<file path="config.mk">
export PLATFORM = sky130hd
export DESIGN_NAME = i2c_master_bit_sequencer
export DESIGN_NICKNAME = d
export VERILOG_FILES = /design/src/rtl/i2cbs_pkg.sv /design/src/rtl/i2cbs_shift.sv /design/src/rtl/i2c_master_bit_sequencer.sv
export SDC_FILE = /design/constraint.sdc
export NUM_CORES = 1
export LEC_CHECK = 0
export BUFFER_PORTS_ARGS = -buffer_cell sky130_fd_sc_hd__buf_2
export CAP_MARGIN = 20
export CORE_ASPECT_RATIO = 0.6
export CORE_MARGIN = 5
export CORE_UTILIZATION = 55
export CTS_CLUSTER_SIZE = 16
export DETAILED_ROUTE_END_ITERATION = 6
export PLACE_DENSITY = 0.86
export SYNTH_ARGS = -nofsm -noshare
export SYNTH_HDL_FRONTEND = slang
export SYNTH_SLANG_ARGS = --single-unit
export TNS_END_PERCENT = 1
</file>
<file path="constraint.sdc">
create_clock -name i_clk -period 3 [get_ports i_clk]
set_clock_uncertainty 0.1 [all_clocks]
set_input_delay 0.6 -clock i_clk [delete_from_list [all_inputs] [get_ports i_clk]]
set_output_delay 0.6 -clock i_clk [all_outputs]
set_load 0.03 [all_outputs]
</file>
<file path="src/rtl/i2cbs_pkg.sv">
// Package with the beat types, command codes and shifter control for the I2C bit sequencer.
package i2cbs_pkg;

    localparam logic [2:0] ACT_START = 3'd0;
    localparam logic [2:0] ACT_STOP  = 3'd1;
    localparam logic [2:0] ACT_ACK   = 3'd2;
    localparam logic [2:0] ACT_NACK  = 3'd3;
    localparam logic [2:0] ACT_WAIT  = 3'd4;
    localparam logic [2:0] ACT_SEND  = 3'd5;
    localparam logic [2:0] ACT_READ  = 3'd6;
    localparam logic [2:0] ACT_NONE  = 3'd7;

    typedef struct packed {
        logic [2:0] action;
        logic [7:0] tx_byte;
        logic [7:0] sda_samples;
    } t_in_beat;

    typedef struct packed {
        logic       scl_level;
        logic       sda_level;
        logic [7:0] rx_byte;
        logic       ack_seen;
        logic       last;
    } t_out_beat;

    typedef struct packed {
        logic load;
        logic shift;
    } t_shift_ctl;

endpackage

</file>
<file path="src/rtl/i2cbs_shift.sv">
// Bit-serial shift registers for the transmitted byte and the sampled receive bits.
module i2cbs_shift (
    input  logic                  i_clk,
    input  i2cbs_pkg::t_shift_ctl i_ctl,
    input  logic [7:0]            i_tx_byte,
    input  logic [7:0]            i_samples,
    output logic                  o_tx_bit,
    output logic [7:0]            o_rx_next
);
    import i2cbs_pkg::*;

    logic [7:0] r_tx;
    logic [7:0] r_smp;
    logic [7:0] r_rx;

    always_ff @(posedge i_clk) begin
        if (i_ctl.load) begin
            r_tx  <= i_tx_byte;
            r_smp <= i_samples;
            r_rx  <= 8'd0;
        end else if (i_ctl.shift) begin
            r_tx  <= {r_tx[6:0], 1'b0};
            r_smp <= {r_smp[6:0], 1'b0};
            r_rx  <= {r_rx[6:0], r_smp[7]};
        end
    end

    assign o_tx_bit  = r_tx[7];
    assign o_rx_next = {r_rx[6:0], r_smp[7]};

endmodule

</file>
<file path="src/rtl/i2c_master_bit_sequencer.sv">
// Top level of the I2C master bit sequencer: command decode, slot counters and output register.
//
//   channel   direction  handshake                  payload
//   in        input      i_in_valid / o_in_stall    i_in_beat  (t_in_beat)
//   out       output     o_out_valid / i_out_stall  o_out_beat (t_out_beat)
//
// Each command produces one output beat per cycle while not stalled: 3 or 4 beats for the
// short commands, 32 for send byte and 24 for read byte; the slot counters set that figure.
// The next command is taken once the last beat of the current one is registered.
// A stalled output holds the slot counters. Reset releases SDA and empties the block.
module i2c_master_bit_sequencer (
    input  logic                 i_clk,
    input  logic                 i_rst_n,
    input  logic                 i_in_valid,
    output logic                 o_in_stall,
    input  i2cbs_pkg::t_in_beat  i_in_beat,
    output logic                 o_out_valid,
    input  logic                 i_out_stall,
    output i2cbs_pkg::t_out_beat o_out_beat
);
    import i2cbs_pkg::*;

    typedef enum logic {S_IDLE, S_RUN} t_state;

    t_state     r_state, n_state;
    logic [2:0] r_cmd, n_cmd;
    logic [1:0] r_ph, n_ph;
    logic [2:0] r_bit, n_bit;
    logic       r_held, n_held;
    logic       r_ack, n_ack;
    logic       r_out_valid, n_out_valid;
    t_out_beat  r_out_beat, n_out_beat;

    t_shift_ctl shift_ctl;
    logic       tx_bit;
    logic [7:0] rx_next;
    logic       accept;
    logic       advance;
    logic       wrap;
    t_out_beat  slot;

    i2cbs_shift u_shift (
        .i_clk     (i_clk),
        .i_ctl     (shift_ctl),
        .i_tx_byte (i_in_beat.tx_byte),
        .i_samples (i_in_beat.sda_samples),
        .o_tx_bit  (tx_bit),
        .o_rx_next (rx_next)
    );

    assign accept  = i_in_valid && (r_state == S_IDLE);
    assign advance = (r_state == S_RUN) && (!r_out_valid || !i_out_stall);

    always_comb begin
        slot  = '0;
        wrap  = 1'b0;
        unique case (r_cmd) inside
            ACT_START: begin
                slot.scl_level = (r_ph != 2'd2);
                slot.sda_level = (r_ph == 2'd0);
                slot.last      = (r_ph == 2'd2);
            end
            ACT_STOP: begin
                slot.scl_level = (r_ph != 2'd0);
                slot.sda_level = (r_ph == 2'd2);
                slot.last      = (r_ph == 2'd2);
            end
            ACT_ACK: begin
                slot.scl_level = (r_ph == 2'd2);
                slot.sda_level = (r_ph == 2'd0);
                slot.last      = (r_ph == 2'd3);
            end
            ACT_NACK, ACT_WAIT: begin
                slot.scl_level = (r_ph == 2'd1);
                slot.sda_level = 1'b1;
                slot.last      = (r_ph == 2'd2);
                slot.ack_seen  = (r_cmd == ACT_WAIT) && (r_ph == 2'd2) && r_ack;
            end
            ACT_SEND: begin
                wrap           = (r_ph == 2'd3);
                slot.scl_level = (r_ph == 2'd2);
                slot.sda_level = (r_ph != 2'd0) && tx_bit;
                slot.last      = (r_bit == 3'd7) && wrap;
            end
            ACT_READ: begin
                wrap           = (r_ph == 2'd2);
                slot.scl_level = (r_ph == 2'd1);
                slot.sda_level = r_held;
                slot.last      = (r_bit == 3'd7) && wrap;
                slot.rx_byte   = slot.last ? rx_next : 8'd0;
            end
            default: begin
                slot.last = 1'b1;
            end
        endcase
    end

    assign shift_ctl.load  = accept;
    assign shift_ctl.shift = advance && wrap;

    always_comb begin
        n_state     = r_state;
        n_cmd       = r_cmd;
        n_ph        = r_ph;
        n_bit       = r_bit;
        n_held      = r_held;
        n_ack       = r_ack;
        n_out_valid = r_out_valid;
        n_out_beat  = r_out_beat;
        if (r_out_valid && !i_out_stall) begin
            n_out_valid = 1'b0;
        end
        unique case (r_state)
            S_IDLE: begin
                if (accept && (i_in_beat.action != ACT_NONE)) begin
                    n_state = S_RUN;
                    n_cmd   = i_in_beat.action;
                    n_ph    = 2'd0;
                    n_bit   = 3'd0;
                    n_ack   = !i_in_beat.sda_samples[0];
                end
            end
            S_RUN: begin
                if (advance) begin
                    n_out_valid = 1'b1;
                    n_out_beat  = slot;
                    if (wrap) begin
                        n_ph  = 2'd0;
                        n_bit = r_bit + 3'd1;
                    end else begin
                        n_ph = r_ph + 2'd1;
                    end
                    if (slot.last) begin
                        n_state = S_IDLE;
                        case (r_cmd)
                            ACT_START: n_held = 1'b0;
                            ACT_SEND:  n_held = tx_bit;
                            ACT_READ:  n_held = r_held;
                            default:   n_held = 1'b1;
                        endcase
                    end
                end
            end
            default: n_state = S_IDLE;
        endcase
    end

    always_ff @(posedge i_clk) begin
        if (!i_rst_n) begin
            r_state     <= S_IDLE;
            r_held      <= 1'b1;
            r_out_valid <= 1'b0;
        end else begin
            r_state     <= n_state;
            r_held      <= n_held;
            r_out_valid <= n_out_valid;
        end
        r_cmd      <= n_cmd;
        r_ph       <= n_ph;
        r_bit      <= n_bit;
        r_ack      <= n_ack;
        r_out_beat <= n_out_beat;
    end

    assign o_in_stall  = (r_state != S_IDLE);
    assign o_out_valid = r_out_valid;
    assign o_out_beat  = r_out_beat;

`ifndef SYNTH
    a_rx_only_last: assert property (@(posedge i_clk) disable iff (!i_rst_n)
        (o_out_valid && (o_out_beat.rx_byte != 8'd0)) |-> o_out_beat.last)
        else $error("Received byte shown on a beat that is not the last.");

    a_ack_clock_low: assert property (@(posedge i_clk) disable iff (!i_rst_n)
        (o_out_valid && o_out_beat.ack_seen) |-> (o_out_beat.last && !o_out_beat.scl_level))
        else $error("Acknowledge flag on a wrong beat.");

    a_last_scl_high: assert property (@(posedge i_clk) disable iff (!i_rst_n)
        (o_out_valid && o_out_beat.last && o_out_beat.scl_level) |-> o_out_beat.sda_level)
        else $error("A command ended with SCL high and SDA low.");

    a_start_holds_low: assert property (@(posedge i_clk) disable iff (!i_rst_n)
        (advance && slot.last && (r_cmd == ACT_START)) |=> !r_held)
        else $error("SDA drive not held low after a start.");
`endif

endmodule
</file>
==> After elaboration in Yosys (flattened, before gate mapping) <==
Index checks and enable logic that the tools add are counted.
{ "word_totals": {"word_cells": 83, "regBits": 47, "inputBits": 23, "out_inout_bits": 14} }
{ "classes": {"n_mux": 23, "reduce_logical": 26, "eq_ne": 15, "n_addsub": 2, "bitwise_logic": 2} }
{ "ops": {"columns": ["cell", "n"], "rows": [
  ["8-bit two-way mux", 4],
  ["3-bit equality test, second input constant", 4],
  ["2-bit one-hot mux with 6 select lines", 1],
  ["1-bit logical AND", 10],
  ["3-bit two-way mux", 3],
  ["2-bit AND reduction", 4],
  ["3-bit by 2-bit equality test with 1-bit output, second input constant", 2],
  ["1-bit two-way mux", 6],
  ["2-bit two-way mux", 3],
  ["2-bit by 1-bit inequality test with 1-bit output, second input constant", 3],
  ["3-bit one-hot mux with 2 select lines", 1],
  ["2-bit equality test, second input constant", 2],
  ["1-bit one-hot mux with 2 select lines", 2],
  ["1-bit one-hot mux with 4 select lines", 1],
  ["2-bit one-hot mux with 2 select lines", 1],
  ["4-bit AND reduction", 1],
  ["2-bit nonzero test", 2],
  ["4-bit OR reduction", 1],
  ["3-bit by 1-bit adder with 3-bit output, second input constant", 1],
  ["3-bit by 1-bit equality test with 1-bit output, second input constant", 1],
  ["1-bit zero test", 3],
  ["3-bit zero test", 1],
  ["3-bit inequality test, second input constant", 1],
  ["1-bit one-hot mux with 3 select lines", 1],
  ["8 further kinds", 9]
]} }

==> Longest topological paths before layout <==
{ "depth": {"word_depth": 6, "depth_mapped": 6} }

==> Modules after synthesis <==
From an unflattened synthesis, not the netlist that was laid out.
{ "hier_totals": {"cells_unflattened": 160, "area_unflattened_um2": 2212.1} }
{ "modules_own_cells": {"columns": ["mod", "cells_each", "area_per_inst_um2", "seq_area_each_um2", "instances"], "rows": [
  ["i2c_master_bit_sequencer", 101, 1223.7, 690.7, 1],
  ["i2cbs_shift", 59, 988.4, 620.6, 1]
]} }

==> Worst setup path before layout <==
OpenSTA, ideal clock, no wires.
{ "synth_timing": {"kind": "input port to flip-flop", "start": "input i_out_stall", "end": "register u_shift.r_smp[0], enable pin", "t_arrival_ns": 2.234, "path_stages": 3, "setup_time_ns": 0.372, "t_required_ns": 2.528, "path_buffers": 0, "slack_ns": 0.294, "path_cell_list": "a21boi_1 > o211ai_4 > nand2_1"} }
{ "synth_between": {"elab_chain_cells": 5} }
{ "synth_lines": {"columns": ["item", "line", "source"], "rows": [
  ["start, declared", "i2c_master_bit_sequencer.sv:18", "input logic i_out_stall,"],
  ["1-bit zero test", "i2c_master_bit_sequencer.sv:52", "assign advance = (r_state == S_RUN) && (!r_out_valid || !i_out_stall);"],
  ["1-bit logical OR", "i2c_master_bit_sequencer.sv:52", null],
  ["1-bit logical AND", "i2c_master_bit_sequencer.sv:52", null],
  ["1-bit logical AND", "i2c_master_bit_sequencer.sv:99", "assign shift_ctl.shift = advance && wrap;"],
  ["2-bit nonzero test (no line)", null, null],
  ["end signal, assigned", "i2cbs_shift.sv:19", "r_smp <= i_samples;"],
  ["end signal, assigned", "i2cbs_shift.sv:23", "r_smp <= {r_smp[6:0], 1'b0};"],
  ["end, declared", "i2cbs_shift.sv:13", "logic [7:0] r_smp;"]
]} }
No other way between the ends.
A chain may end at the register's enable or synchronous reset.

==> Worst setup path in the final report <==
{ "layout_timing": {"start": "register r_ph[0]", "end": "register u_shift.r_smp[2], enable pin"} }
{ "layout_between": {"elab_chain_cells": 4} }
{ "layout_lines": {"columns": ["item", "line", "source"], "rows": [
  ["start, declared", "i2c_master_bit_sequencer.sv:27", "logic [1:0] r_ph, n_ph;"],
  ["start signal, assigned", "i2c_master_bit_sequencer.sv:159", "r_ph <= n_ph;"],
  ["2-bit equality test (on tied branches)", "i2c_master_bit_sequencer.sv:86, i2c_master_bit_sequencer.sv:80", null],
  ["1-bit one-hot mux with 2 select lines *", "i2c_master_bit_sequencer.sv:57", "unique case (r_cmd) inside"],
  ["1-bit logical AND *", "i2c_master_bit_sequencer.sv:99", null],
  ["2-bit nonzero test (no line) *", null, null]
]} }
Every way passes the cells marked *; elsewhere a longest branch is shown, timed or not.

==> out/metrics.yaml <==
status: "completed"
tns_ps: 0
drv_slew: 0
layout.nets: 223
grt_use_total_pct: 15.7
cpPeakStageDelay_ps: 480
cp_num_buf_inv: 1
antenna_cells: 0
relSlewSlack_pct: 52.6
holdWs_ps: 387
cts_root_buf: "clkbuf_8"
synth_area_sq_um: 2140
final_hold_viol_count: 0
reg2reg_depth: 5
initial_core_util_pct: 57.7
synth_cells: 155
criticalPathCategory: "reg2reg"
period_share_pct: 78.1
cp_top_family: "simple AND/OR/NAND/NOR gates"
max-cap-violations: 0
wl_per_cell_um: 16.0
pin_count: 37
clk_latency_ps: 300
required_ps: 2810
slowest_stage: "nand2_1"
die_h_um: 58.3
hpwl_um: 2960
place.gp.congestion: 0.772
syn_nets: 184
firstDrtPassIters: 4
p_int_mw: 1.18
io_buffers: 36
overflow: 0
crit_path_max_fanout: 16
p_clk_share_pct: 35.5
antenna_found_initial: 0
htree_levels: 2
hold_path_end: "r_cmd[0]$_DFFE_PP_"
grt_pass1_vias: 1375
min_path_type: "in2reg"
path_clk_slew_ps: 90
seq_area_frac_synth_pct: 61.4
coreArea_sq_um: 3700
finalSetupViolCount: 0
peakVddDrop_uv: 394
num_vias: 1333
rr_startpoint: "r_ph[0]$_SDFFCE_PP0P_"
vias_per_cell: 5.51
drc: 0
cts_setup_buffers: 0
pwr-share-comb_pct: 12.7
sequentialPowerShare_pct: 51.7
p_sw_uw: 357
power_density_nw_per_um2: 620
min_from: "i_in_beat[16]"
rsz0062_at_grt: "false"
crit_arrival_ps: 2150
grt_max_degree: 17
reg2reg_to: "u_shift.r_smp[2]$_DFFE_PP_"
ys.flop_type: "edfxtp_1"
cts_num_sinks: 47
ys_ff_latch: 47
yosysWarnings: 0
first_iter_violations: 105
endpoint_kind: "flip-flop"
fp-row-count: 17
cp_cell_sequence: "inv_1 > ha_1 > and3b_4 > o211ai_4 > nand2_1"
dieArea_sq_um: 5270
ys_async_sr_fraction_pct: 0
p_sw_share_pct: 23.2
rrSetupSlack_ps: 660
cts_buffer_depth: 2
worstMarginPinSlew_ps: 707
crit_path_start_kind: "flip-flop"
ant_nets: 0
synth-edff-count: 37
synthToLayoutAreaGrowth_pct: 16.2
grt_pass1_wl_um: 6490
cts_buffers: 5
cts_tree: "done"
drive_above_1_share_pct: 35.9
drt_wl_total_um: 3880
die-width_um: 90.5
p_leak_nw: 1.02
holdPathStages: 1
finalPower_mw: 1.54
postSynthAreaPerCell_sq_um: 13.8
period_minus_slack_ps: 2340
cts_resized: 0
cts-hold-fix-buffers: 0
max_freq_mhz: 427
yosysUniqueCellTypes: 38
==> cell usage after synthesis (2+ instances only) <==
library cell	number	area share [%]
buf_2	2	0.47
ha_1	6	3.5
nand2_1	7	1.2
mux2i_1	7	3.3
nand2b_1	2	0.59
edfxtp_1	37	52
nor2b_1	4	1.2
and2_1	11	3.2
buf_6	3	1.6
a31oi_1	2	0.59
mux2_2	14	7.4
nor2_1	9	1.6
and3_1	2	0.59
dfxtp_1	10	9.4
a21oi_1	3	0.70
nor3_1	2	0.47
inv_1	6	1.1
o21ai_0	6	1.4
nand3b_1	2	0.70
or2_2	2	0.59
==> layer usage <==
metal	part of all wire (%)	GRT usage, %	routed length, um	vias up
li1	-	-	-	643
met3	7.7	6.10	298	11
met4	1.8	6.16	71	0
met2	46	25.2	1800	53
met1	44	19.4	1720	626
met5	0	0	0	-
==> how the worst max path moves through the flow <==
| stage | endpoint | depth (start not counted) | from |
|---|---|---|---|
| global route | u_shift.r_smp[2]$_DFFE_PP_ | 5 | r_ph[0]$_SDFFCE_PP0P_ |
| floorplan | u_shift.r_smp[0]$_SDFFCE_PN0P_ | 3 | i_out_stall |
| detailed placement | u_shift.r_tx[2]$_DFFE_PP_ | 5 | r_ph[0]$_SDFFCE_PP0P_ |
| finish | u_shift.r_smp[2]$_DFFE_PP_ | 5 | r_ph[0]$_SDFFCE_PP0P_ |
| CTS | u_shift.r_smp[2]$_DFFE_PP_ | 5 | r_ph[0]$_SDFFCE_PP0P_ |
| global placement | u_shift.r_tx[2]$_DFFE_PP_ | 5 | r_ph[0]$_SDFFCE_PP0P_ |
==> placed cells by master, fill, tap and decap left out, types with 7 or more instances in the layout <==
cell       n
dfxtp_1   10
mux2_2    14
buf_2     36
and2_1    11
edfxtp_1  37
nor2_1     9
mux2i_1    7
nand2_1    7
==> kinds of logic after synthesis <==
| group | share of synthesized area (%) |
|---|---|
| XOR/XNOR | 0.410 |
| flip-flops | 61.4 |
| AND/OR/NAND/NOR | 12.8 |
| multiplexers | 11.9 |
| buffers and inverters | 3.28 |
| AO/OA/AOI/OAI | 6.73 |
| adder cells (fa/ha/maj) | 3.51 |
==> metrics by stage <==
stage          utilization (%)  setup WS [ps]  cells  instance area [sq um]
6_report                  67.1            658    242                   2480
3_3_place_gp              63.4            765    234                   2350
4_1_cts                   67.1            630    242                   2480
3_5_place_dp              63.4            635    234                   2350
5_1_grt                   67.1            523    242                   2480
2_1_floorplan                -            294    155                   2140
==> power groups by stage <==
stage / sequential (mW) / clock, mW / combinational (mW)
2_1_floorplan: 0.825 / 0 / 0.122
3_3_place_gp: 0.807 / 0 / 0.187
3_5_place_dp: 0.811 / 0 / 0.197
4_1_cts: 0.796 / 0.552 / 0.197
5_1_grt: 0.802 / 0.591 / 0.214
6_report: 0.796 / 0.547 / 0.196
==> cell type report <==
| class | instances | area [sq um] |
|---|---|---|
| clock buffer | 5 | 68.8 |
| clock inverter | 3 | 67.6 |
| fill | 277 | 1220 |
| inverter | 6 | 22.5 |
| multi-input combinational | 96 | 758 |
| sequential | 47 | 1310 |
| tap | 47 | 58.8 |
| timing repair buffer | 38 | 195 |
==> sequential cells by signal (all words and copies together) (netlist names), 2 cells and up <==
name and cells:
o_out_beat 12, u_shift.r_smp 8, u_shift.r_tx 8, u_shift.r_rx 7, r_bit 3, r_cmd 3
r_ph 2
Power figures use the tool's default switching activity.
